**src/hw/rtl/perm_unrk_pkg.sv**
```systemverilog
`timescale 1ns / 1ps
`default_nettype none

package perm_unrk_pkg;

  localparam int MAX_SIZE = 16;
  localparam int RANK_W   = 45;
  localparam int SIZE_W   = 5;
  localparam int ELEM_W   = 4;
  localparam int IDX_W    = $clog2(MAX_SIZE);
  localparam int DIGIT_W  = 4;
  // quotient bits are found MSB first, one per cycle
  localparam int SHIFT_W  = RANK_W + DIGIT_W - 1;

  localparam logic [SIZE_W-1:0] SIZE_RESET = SIZE_W'(8);
  localparam logic [SIZE_W-1:0] SIZE_MIN   = SIZE_W'(2);
  localparam logic [SIZE_W-1:0] SIZE_MAX   = SIZE_W'(MAX_SIZE);

  // k! for k = 0 .. MAX_SIZE
  localparam logic [RANK_W-1:0] FACT [0:MAX_SIZE] = '{
    45'd1, 45'd1, 45'd2, 45'd6, 45'd24, 45'd120, 45'd720, 45'd5040,
    45'd40320, 45'd362880, 45'd3628800, 45'd39916800, 45'd479001600,
    45'd6227020800, 45'd87178291200, 45'd1307674368000,
    45'd20922789888000
  };

  typedef enum logic [2:0] {
    ST_IDLE,
    ST_CHECK,
    ST_START,
    ST_DIV,
    ST_EMIT
  } state_t;

endpackage

`default_nettype wire

```
**src/hw/rtl/permutation_unrank_unit.sv**
```systemverilog
// Lexicographic permutation unranker. Each rank request is decoded into the
// permutation of 0 .. n-1 with that rank, n being perm_size clamped to
// 2 .. 16; the elements leave one result each, first position first, with
// last on the final one. A rank of n! or more gives a single result with
// rank_error and last set and element 0. Flow: a request is taken only
// while the unit is idle and is then range-checked; each element is then
// produced in steps (one to load the divider, four compare-subtract steps
// of the shared digit divider, one to pick up the digit, one to emit), and
// an emit waits while the receiver holds off the previous element; a
// rejected rank goes straight from the check to its emit. The output
// register lets the next request in while the final result still waits.
`timescale 1ns / 1ps
`default_nettype none

module permutation_unrank_unit (
  input  wire logic                                clk,
  input  wire logic                                rst,
  input  wire logic                                cfg_valid,
  output logic                                     cfg_ready,
  input  wire logic [perm_unrk_pkg::SIZE_W-1:0]    cfg_data,
  input  wire logic                                rank_valid,
  output logic                                     rank_ready,
  input  wire logic [perm_unrk_pkg::RANK_W-1:0]    rank,
  output logic                                     result_valid,
  input  wire logic                                result_ready,
  output logic [perm_unrk_pkg::ELEM_W-1:0]         element,
  output logic                                     last,
  output logic                                     rank_error
);

  perm_unrk_pkg::state_t state, state_next;

  logic [perm_unrk_pkg::SIZE_W-1:0]  perm_size;
  logic [perm_unrk_pkg::SIZE_W-1:0]  size_eff;
  logic [perm_unrk_pkg::SIZE_W-1:0]  remaining;   // unused values left
  logic [perm_unrk_pkg::RANK_W-1:0]  rem_rank;    // rank still to decode
  logic [perm_unrk_pkg::IDX_W-1:0]   digit;
  logic [perm_unrk_pkg::IDX_W-1:0]   pool [perm_unrk_pkg::MAX_SIZE];
  logic                              err;
  logic                              too_big;
  logic                              out_free;
  logic                              load_out;
  logic                              div_start;
  logic                              div_done;
  logic [perm_unrk_pkg::DIGIT_W-1:0] div_quo;
  logic [perm_unrk_pkg::RANK_W-1:0]  div_rem;
  logic [perm_unrk_pkg::RANK_W-1:0]  div_divisor;

  assign cfg_ready = 1'b1;

  // register keeps what was written; clamp on use
  always_comb begin
    if (perm_size < perm_unrk_pkg::SIZE_MIN) begin
      size_eff = perm_unrk_pkg::SIZE_MIN;
    end else if (perm_size > perm_unrk_pkg::SIZE_MAX) begin
      size_eff = perm_unrk_pkg::SIZE_MAX;
    end else begin
      size_eff = perm_size;
    end
  end

  assign too_big     = rem_rank >= perm_unrk_pkg::FACT[remaining];
  assign div_divisor = perm_unrk_pkg::FACT[remaining - perm_unrk_pkg::SIZE_W'(1)];
  assign out_free    = !result_valid || result_ready;

  perm_unrk_div u_div (
    .clk       (clk),
    .rst       (rst),
    .start     (div_start),
    .dividend  (rem_rank),
    .divisor   (div_divisor),
    .done      (div_done),
    .quotient  (div_quo),
    .remainder (div_rem)
  );

  // Sequencer
  always_ff @(posedge clk) begin
    if (rst) begin
      state <= perm_unrk_pkg::ST_IDLE;
    end else begin
      state <= state_next;
    end
  end

  always_comb begin
    state_next = state;
    rank_ready = 1'b0;
    div_start  = 1'b0;
    load_out   = 1'b0;
    case (state)
      perm_unrk_pkg::ST_IDLE: begin
        rank_ready = 1'b1;
        if (rank_valid) begin
          state_next = perm_unrk_pkg::ST_CHECK;
        end
      end
      perm_unrk_pkg::ST_CHECK: begin
        state_next = too_big ? perm_unrk_pkg::ST_EMIT : perm_unrk_pkg::ST_START;
      end
      perm_unrk_pkg::ST_START: begin
        div_start  = 1'b1;
        state_next = perm_unrk_pkg::ST_DIV;
      end
      perm_unrk_pkg::ST_DIV: begin
        if (div_done) begin
          state_next = perm_unrk_pkg::ST_EMIT;
        end
      end
      perm_unrk_pkg::ST_EMIT: begin
        if (out_free) begin
          load_out = 1'b1;
          if (err || remaining == perm_unrk_pkg::SIZE_W'(1)) begin
            state_next = perm_unrk_pkg::ST_IDLE;
          end else begin
            state_next = perm_unrk_pkg::ST_START;
          end
        end
      end
      default: begin
        state_next = perm_unrk_pkg::ST_IDLE;
      end
    endcase
  end

  // Control registers
  always_ff @(posedge clk) begin
    if (rst) begin
      perm_size    <= perm_unrk_pkg::SIZE_RESET;
      result_valid <= 1'b0;
      err          <= 1'b0;
    end else begin
      if (cfg_valid) begin
        perm_size <= cfg_data;
      end
      if (load_out) begin
        result_valid <= 1'b1;
      end else if (result_ready) begin
        result_valid <= 1'b0;
      end
      if (rank_valid && rank_ready) begin
        err <= 1'b0;
      end else if (state == perm_unrk_pkg::ST_CHECK) begin
        err <= too_big;
      end
    end
  end

  // Datapath
  always_ff @(posedge clk) begin
    if (rank_valid && rank_ready) begin
      rem_rank  <= rank;
      remaining <= size_eff;
      for (int i = 0; i < perm_unrk_pkg::MAX_SIZE; i++) begin
        pool[i] <= perm_unrk_pkg::IDX_W'(i);
      end
    end else if (state == perm_unrk_pkg::ST_DIV && div_done) begin
      rem_rank <= div_rem;
      // digit never reaches remaining for an in-range rank; clamp anyway
      if ({1'b0, div_quo} >= remaining) begin
        digit <= perm_unrk_pkg::IDX_W'(remaining - perm_unrk_pkg::SIZE_W'(1));
      end else begin
        digit <= perm_unrk_pkg::IDX_W'(div_quo);
      end
    end else if (load_out && !err) begin
      // drop the chosen value: everything above it moves down one place
      for (int i = 0; i < perm_unrk_pkg::MAX_SIZE - 1; i++) begin
        if (perm_unrk_pkg::IDX_W'(i) >= digit) begin
          pool[i] <= pool[i + 1];
        end
      end
      remaining <= remaining - perm_unrk_pkg::SIZE_W'(1);
    end
  end

  always_ff @(posedge clk) begin
    if (load_out) begin
      element    <= err ? '0 : perm_unrk_pkg::ELEM_W'(pool[digit]);
      last       <= err || (remaining == perm_unrk_pkg::SIZE_W'(1));
      rank_error <= err;
    end
  end

  a_err_single: assert property (@(posedge clk) disable iff (rst)
    (result_valid && rank_error) |-> (last && element == '0))
    else $error("rank error result not a lone zero element");

  a_emit_left: assert property (@(posedge clk) disable iff (rst)
    (state == perm_unrk_pkg::ST_EMIT && !err) |-> (remaining != '0))
    else $error("emitting with no values left");

  a_done_in_div: assert property (@(posedge clk) disable iff (rst)
    div_done |-> (state == perm_unrk_pkg::ST_DIV))
    else $error("divider finished outside divide state");

  a_load_wait: assert property (@(posedge clk) disable iff (rst)
    load_out |=> result_valid)
    else $error("loaded result not presented");

endmodule

`default_nettype wire

```
**src/hw/rtl/perm_unrk_div.sv**
```systemverilog
`timescale 1ns / 1ps
`default_nettype none

// Restoring divider for one factorial digit: one compare-subtract per cycle.
module perm_unrk_div (
  input  wire logic                                clk,
  input  wire logic                                rst,
  input  wire logic                                start,
  input  wire logic [perm_unrk_pkg::RANK_W-1:0]    dividend,
  input  wire logic [perm_unrk_pkg::RANK_W-1:0]    divisor,
  output logic                                     done,
  output logic [perm_unrk_pkg::DIGIT_W-1:0]        quotient,
  output logic [perm_unrk_pkg::RANK_W-1:0]         remainder
);

  localparam int CNT_W = $clog2(perm_unrk_pkg::DIGIT_W);

  logic                               busy;
  logic [CNT_W-1:0]                   cnt;
  logic [perm_unrk_pkg::RANK_W-1:0]   dvs;
  logic [perm_unrk_pkg::SHIFT_W-1:0]  shifted;
  logic [perm_unrk_pkg::SHIFT_W:0]    diff;

  assign shifted = perm_unrk_pkg::SHIFT_W'(dvs) << cnt;
  assign diff    = {1'b0, perm_unrk_pkg::SHIFT_W'(remainder)} - {1'b0, shifted};

  always_ff @(posedge clk) begin
    if (rst) begin
      busy <= 1'b0;
      done <= 1'b0;
      cnt  <= '0;
    end else begin
      done <= busy && (cnt == '0);
      if (start) begin
        busy <= 1'b1;
        cnt  <= CNT_W'(perm_unrk_pkg::DIGIT_W - 1);
      end else if (busy) begin
        cnt <= cnt - CNT_W'(1);
        if (cnt == '0) begin
          busy <= 1'b0;
        end
      end
    end
  end

  always_ff @(posedge clk) begin
    if (start) begin
      remainder <= dividend;
      dvs       <= divisor;
      quotient  <= '0;
    end else if (busy && !diff[perm_unrk_pkg::SHIFT_W]) begin
      remainder     <= diff[perm_unrk_pkg::RANK_W-1:0];
      quotient[cnt] <= 1'b1;
    end
  end

  a_done_idle: assert property (@(posedge clk) disable iff (rst) done |-> !busy)
    else $error("divider done while still busy");

  a_no_restart: assert property (@(posedge clk) disable iff (rst) start |-> !busy)
    else $error("divider restarted mid-division");

  a_rem_below: assert property (@(posedge clk) disable iff (rst)
    done |-> (remainder < dvs))
    else $error("divider remainder not below divisor");

endmodule

`default_nettype wire

```
**config.mk**
```make
export PLATFORM = sky130hd
export DESIGN_NAME = permutation_unrank_unit
export DESIGN_NICKNAME = d
export VERILOG_FILES = /design/src/hw/rtl/perm_unrk_pkg.sv /design/src/hw/rtl/permutation_unrank_unit.sv /design/src/hw/rtl/perm_unrk_div.sv
export SDC_FILE = /design/constraint.sdc
export NUM_CORES = 1
export LEC_CHECK = 0
export BUFFER_PORTS_ARGS = -buffer_cell sky130_fd_sc_hd__buf_2
export CORE_ASPECT_RATIO = 2
export CORE_MARGIN = 4
export CORE_UTILIZATION = 55
export CTS_CLUSTER_DIAMETER = 30
export CTS_CLUSTER_SIZE = 40
export DETAILED_ROUTE_END_ITERATION = 10
export PLACE_DENSITY = 0.73
export SYNTH_ARGS = -nofsm -noshare
export SYNTH_HDL_FRONTEND = slang
export SYNTH_SLANG_ARGS = --single-unit
```
**constraint.sdc**
```tcl
create_clock -name clk -period 9.2 [get_ports clk]
set_clock_uncertainty 0.2 [all_clocks]
set_input_delay 2.76 -clock clk [delete_from_list [all_inputs] [get_ports clk]]
set_output_delay 2.76 -clock clk [all_outputs]
set_load 0.05 [all_outputs]
```
# Yosys cells after proc, flatten, opt, wreduce, memory -nomap -nowiden

Memories as Yosys holds them, arrays and structs flattened. A register that Yosys moved wholly into a read port is not among the register bits.
Index checks and enable logic that the tools add are counted.

Bits in registers: 119
RAM bits: 64
Bits in read-only memories: 2880
Input port bits: 55
Memories kept: 3

Memory list:

| memory          | depth | width | rd ports | clocked after memory_dff | write ports | RTL line                      | text |
|---|---|---|---|---|---|---|---|
| (no name shown) | 32    | 45    | 1        | 1                        | 0           | permutation_unrank_unit.sv:63 | `assign div_divisor = perm_unrk_pkg::FACT[remaining - perm_unrk_pkg::SIZE_W'(1)];` |
| (no name shown) | 32    | 45    | 1        | 0                        | 0           | permutation_unrank_unit.sv:62 | `assign too_big = rem_rank >= perm_unrk_pkg::FACT[remaining];` |
| pool            | 16    | 4     | 16       | 1                        | 16          | permutation_unrank_unit.sv:38 | `logic [perm_unrk_pkg::IDX_W-1:0] pool [perm_unrk_pkg::MAX_SIZE];` |

Add/sub/neg operators: 3
$lt $le $gt $ge: 22
Equality and inequality tests: 9
Shift-type cells: 1
Muxes and demuxes: 123
Bitwise gates (word level): 19
Reduce and logical (&&, ||, !) cells: 22

Operator list:

| cell                                                                   | count |
|---|---|
| 45-bit two-way mux                                                     | 6 |
| 1-bit two-way mux                                                      | 87 |
| 4-bit two-way mux                                                      | 16 |
| 45-bit by 48-bit subtractor with 49-bit output                         | 1 |
| 45-bit by 2-bit left shift with 48-bit output                          | 1 |
| 45-bit >= comparator                                                   | 1 |
| 4-bit >= comparator (first input constant)                             | 7 |
| 5-bit two-way mux                                                      | 5 |
| 3-bit by 4-bit >= comparator with 1-bit output (first input constant)  | 4 |
| 1-bit OR                                                               | 15 |
| 3-bit one-hot mux with 5 select lines                                  | 1 |
| 3-bit two-way mux                                                      | 4 |
| 5-bit inverter with 6-bit output                                       | 2 |
| 2-bit nonzero test                                                     | 5 |
| 1-bit by 4-bit >= comparator with 1-bit output (first input constant)  | 2 |
| 2-bit by 4-bit >= comparator with 1-bit output (first input constant)  | 2 |
| 3-bit by 2-bit equality test with 1-bit output (second input constant) | 2 |
| 6-bit >= comparator (second input constant)                            | 1 |
| 1-bit logical AND                                                      | 6 |
| 2-bit two-way mux                                                      | 3 |
| 2-bit != test (second input constant)                                  | 3 |
| 5-bit by 1-bit equality test with 1-bit output (second input constant) | 1 |
| 4-bit by 5-bit >= comparator with 1-bit output                         | 1 |
| 5-bit greater-than comparator (second input constant)                  | 1 |
| 18 further kinds                                                       | 22 |

# Longest topological paths before layout

Word-level depth: 10
Depth in mapped cells: 17
Mapped depth without buffers: 15

# By module

A second synthesis with hierarchy kept.

Cells, all modules: 1484
Area total of the unflattened synthesis: 14584.0 um^2

Modules (own cells, without submodules):

| module                  | instances | cells each | area an instance (um^2) | seq. area each (um^2) |
|---|---|---|---|---|
| perm_unrk_div           | 1         | 753        | 7447.1                  | 2862.7 |
| permutation_unrank_unit | 1         | 731        | 7136.8                  | 3473.3 |

# Worst setup path after synthesis

No wires, ideal clock.

Kind: register to register
Start: register u_div.cnt[0]
End: register u_div.remainder[0] (netlist bit), enable pin
Arrival: 6.565 ns
Path slack: 1.926 ns
Cell stages (with the launch flop): 16
Buffers on the path: 3
Clock period less this slack: 7.274 ns
Cells stage by stage: dfxtp_1 > clkbuf_1 > buf_1 > clkbuf_1 > nor2_1 > and2_1 > ha_1 > fa_1 > nor2b_1 > o211ai_1 > a31oi_1 > o21ai_1 > nand3_2 > o21ai_2 > o31a_1 > o21ai_0

Cells in the longest elaborated chain, start to end: 5

Ends and longest elaborated chain:

| what                                           | RTL line            | text |
|---|---|---|
| start, declared                                | perm_unrk_div.sv:19 | `logic [CNT_W-1:0] cnt;` |
| start signal, assigned                         | perm_unrk_div.sv:36 | `cnt <= CNT_W'(perm_unrk_pkg::DIGIT_W - 1);` |
| start signal, assigned                         | perm_unrk_div.sv:38 | `cnt <= cnt - CNT_W'(1);` |
| 45-bit by 2-bit left shift with 48-bit output  | perm_unrk_div.sv:24 | `assign shifted = perm_unrk_pkg::SHIFT_W'(dvs) << cnt;` |
| 45-bit by 48-bit subtractor with 49-bit output | perm_unrk_div.sv:25 | `assign diff = {1'b0, perm_unrk_pkg::SHIFT_W'(remainder)} - {1'b0, shifted};` |
| 1-bit zero test                                | perm_unrk_div.sv:51 | `end else if (busy && !diff[perm_unrk_pkg::SHIFT_W]) begin` |
| 1-bit logical AND                              | perm_unrk_div.sv:51 |  |
| 2-bit nonzero test (no source line)            | n/a                 |  |
| end signal, assigned                           | perm_unrk_div.sv:48 | `remainder <= dividend;` |
| end signal, assigned                           | perm_unrk_div.sv:52 | `remainder <= diff[perm_unrk_pkg::RANK_W-1:0];` |
| end, declared                                  | perm_unrk_div.sv:13 | `output logic [perm_unrk_pkg::RANK_W-1:0] remainder` |

No other way between the ends.
A chain may end at the register's enable or synchronous reset.

# Worst setup path after layout

Start: register u_div.cnt[1]
End: register u_div.remainder[35] (netlist bit), enable pin

The elaborated chain is that of the path after synthesis.

==> results_dict.tcl <==
set metrics [dict create \
    postCtsSetupBuffers 0 \
    maxSlewViolCount 0 \
    crit_type "reg2reg" \
    rows 81 \
    crit_arrival_ns 5.10 \
    post-route-util_pct 62.4 \
    yosysSeqAreaShare_pct 43.6 \
    synth_nets 1609 \
    max_slew.worst_pin.slew_ns 1.07 \
    post-place-ws_ns 3.95 \
    grt_usage_pct 27.1 \
    crit_fanout 53 \
    yosysUniqueCellTypes 75 \
    ys_seq_elements 207 \
    fin_nets 1625 \
    fmax_mhz 196 \
    relSlewSlack_pct 28.8 \
    synthFlopType "edfxtp_1" \
    grt_setup_unrepaired "no" \
    die_area_um2 27900 \
    setup-tns-final_ns 0 \
    drt_iter0_drc 723 \
    cts_tree "done" \
    path_clk_slew_ns 0.07 \
    dr_total_vias 11062 \
    wire_per_inst_um 20.9 \
    finalWorstSetupSlack_ns 4.09 \
    initial_core_util_pct 56.2 \
    synth_cells 1452 \
    cts.sinks 207 \
    io_buffers 62 \
    antenna_found_initial 0 \
    grt_pass1_wl_mm 59.0 \
    synth-edff-count 189 \
    postRouteAntennaNets 0 \
    ctsResizeCount 0 \
    ys_warn_count 0 \
    syn_area_per_cell_um2 9.54 \
    core_area_um2 24600 \
    cap_violations 0 \
    grt_max_degree 79 \
    setup_viol 0 \
    synth_async_sr_flop_share_pct 0 \
    hold_path_class "reg2reg" \
    routabilityCongestion 0.967 \
    area_delta_synth_final_pct 11.0 \
    cts_buffer_depth 3 \
    grt_pass1_vias 11247 \
    cp.required_ns 9.19 \
    io_pins 64 \
    root_buffer "clkbuf_16" \
    clk_latency_ns 0.57 \
    cts_hold_buf 0 \
    fin_crit_ns 5.11 \
    drive_gt1_share_pct 13.2 \
    drc 0 \
    wirelength_mm 38.1 \
    overflow 0 \
    cp-end-kind "flop" \
    antenna_cells 0 \
    die_h_um 232 \
    hold_viol_final 0 \
    htree_levels 1 \
    die_w_um 120 \
    netlist_area_um2 13900 \
    dr.pass1.iters 6 \
    numCtsBuffers 30 \
    cp-start-kind "flop" \
    outcome "complete, no violations" \
    via_per_inst 6.06 \
    dp_hpwl_mm 28.4 \
    finalCritPeriodShare_pct 55.6 \
]
## layout by cell type, fill, tap and decap left out, types with 15 or more instances in the layout
cell type | synthesis | layout
nand2_1 | 230 | 230
edfxtp_1 | 189 | 189
a21oi_1 | 133 | 133
nor2_1 | 117 | 117
ha_1 | 101 | 101
o21ai_0 | 85 | 84
buf_2 | 4 | 62
inv_1 | 49 | 48
a21o_1 | 38 | 38
and2_1 | 37 | 36
clkbuf_16 | 0 | 31
xnor2_1 | 25 | 25
mux2i_1 | 24 | 24
nand2b_1 | 22 | 22
mux4_2 | 21 | 21
nor2b_1 | 20 | 20
xor2_1 | 20 | 20
nor3_1 | 19 | 19
nand3_1 | 17 | 17
dfxtp_1 | 18 | 16
a211oi_1 | 15 | 15
nand4_1 | 15 | 15
## state kept, by name, indices dropped and copies added, names as in the netlist, 2 cells and up
| signal | cells |
|---|---|
| perm_size | 5 |
| rem_rank | 45 |
| state | 3 |
| u_div.remainder | 45 |
| u_div.cnt | 2 |
| element | 4 |
| u_div.quotient | 4 |
| remaining | 5 |
| u_div.dvs | 35 |
| pool | 49 |
| digit | 4 |
## kinds of logic (layout without fill, tap and decap cells)
logic type	after synthesis	in the layout	synth area share [%]
AO/OA/AOI/OAI	366	366	16.5
XOR/XNOR	45	45	2.85
adder cells (fa/ha/maj)	102	102	9.27
buffers and inverters	139	179	3.88
flip-flops	207	207	43.6
multiplexers	56	56	6.04
other	1	1	0.0271
AND/OR/NAND/NOR	536	536	17.9
## per-layer routing
layer	vias to the layer above	share of wire, %	GRT usage [%]
met2	339	56	53.1
met1	5287	34	26.8
met5	-	0	0
met3	144	3.6	2.85
met4	0	6.8	16.2
li1	5292	-	-
## cell type report
cell class / count / area, um^2
flip-flops and latches: 207 / 6040
inverters: 51 / 191
fillers: 2022 / 9250
clock buffers: 32 / 790
multi-input cells: 1106 / 7290
repair buffers: 72 / 385
clock inverters: 24 / 268
well taps: 332 / 415
## metrics by stage
stage	cells	hold WS, ns	area, um^2
3_3_place_gp	1768	0.289	14300
4_1_cts	1824	0.314	15400
2_1_floorplan	1452	0.260	13900
3_5_place_dp	1768	0.298	14300
5_1_grt	1824	0.337	15400
6_report	1824	0.309	15400
## synth_stat cells, drive strengths merged, types with 6 or more instances
library cell | number | area [um^2]
xor2 | 20 | 175
buf | 21 | 95.1
a211oi | 16 | 125
a31oi | 17 | 149
mux4 | 21 | 473
clkbuf | 67 | 251
nand2b | 22 | 138
or3 | 15 | 93.8
a21o | 41 | 312
xnor2 | 25 | 219
nor2b | 20 | 125
o21bai | 12 | 90.1
and3 | 10 | 62.6
o211ai | 6 | 45.0
nand4 | 15 | 93.8
a21oi | 135 | 683
o21ai | 94 | 482
or2 | 10 | 62.6
nand2 | 230 | 863
ha | 101 | 1260
edfxtp | 189 | 5680
nor2 | 117 | 439
inv | 50 | 188
mux2 | 11 | 124
dfxtp | 18 | 360
nand3 | 18 | 95.1
nor3 | 19 | 95.1
mux2i | 24 | 240
and2 | 37 | 231
## worst max-delay path, cell delays in order (launching register included)
cell and delay [ns]:
dfxtp_2 0.31, buf_4 0.50, nor2_1 0.22, and2_1 0.22, ha_1 0.21, fa_1 0.41
nor2b_1 0.17, o211ai_1 0.13, a31oi_1 0.41, o21ai_1 0.15, nand3_2 0.16, o21ai_2 0.16
o31a_1 0.41, o21ai_4 0.47, buf_4 0.54
## path summary, 6_finish.rpt
kind | start | to | slack (ns) | cells after the start
min reg2reg | perm_size[4] | perm_size[4] | 0.31 | 2
max reg2reg | u_div.cnt[1] | u_div.remainder[35] | 4.09 | 14
min | perm_size[4] | perm_size[4] | 0.31 | 2
max | u_div.cnt[1] | u_div.remainder[35] | 4.09 | 14
Power is not shown: default switching activity piles up to over one toggle a cycle in this logic, so the estimate is an artifact.
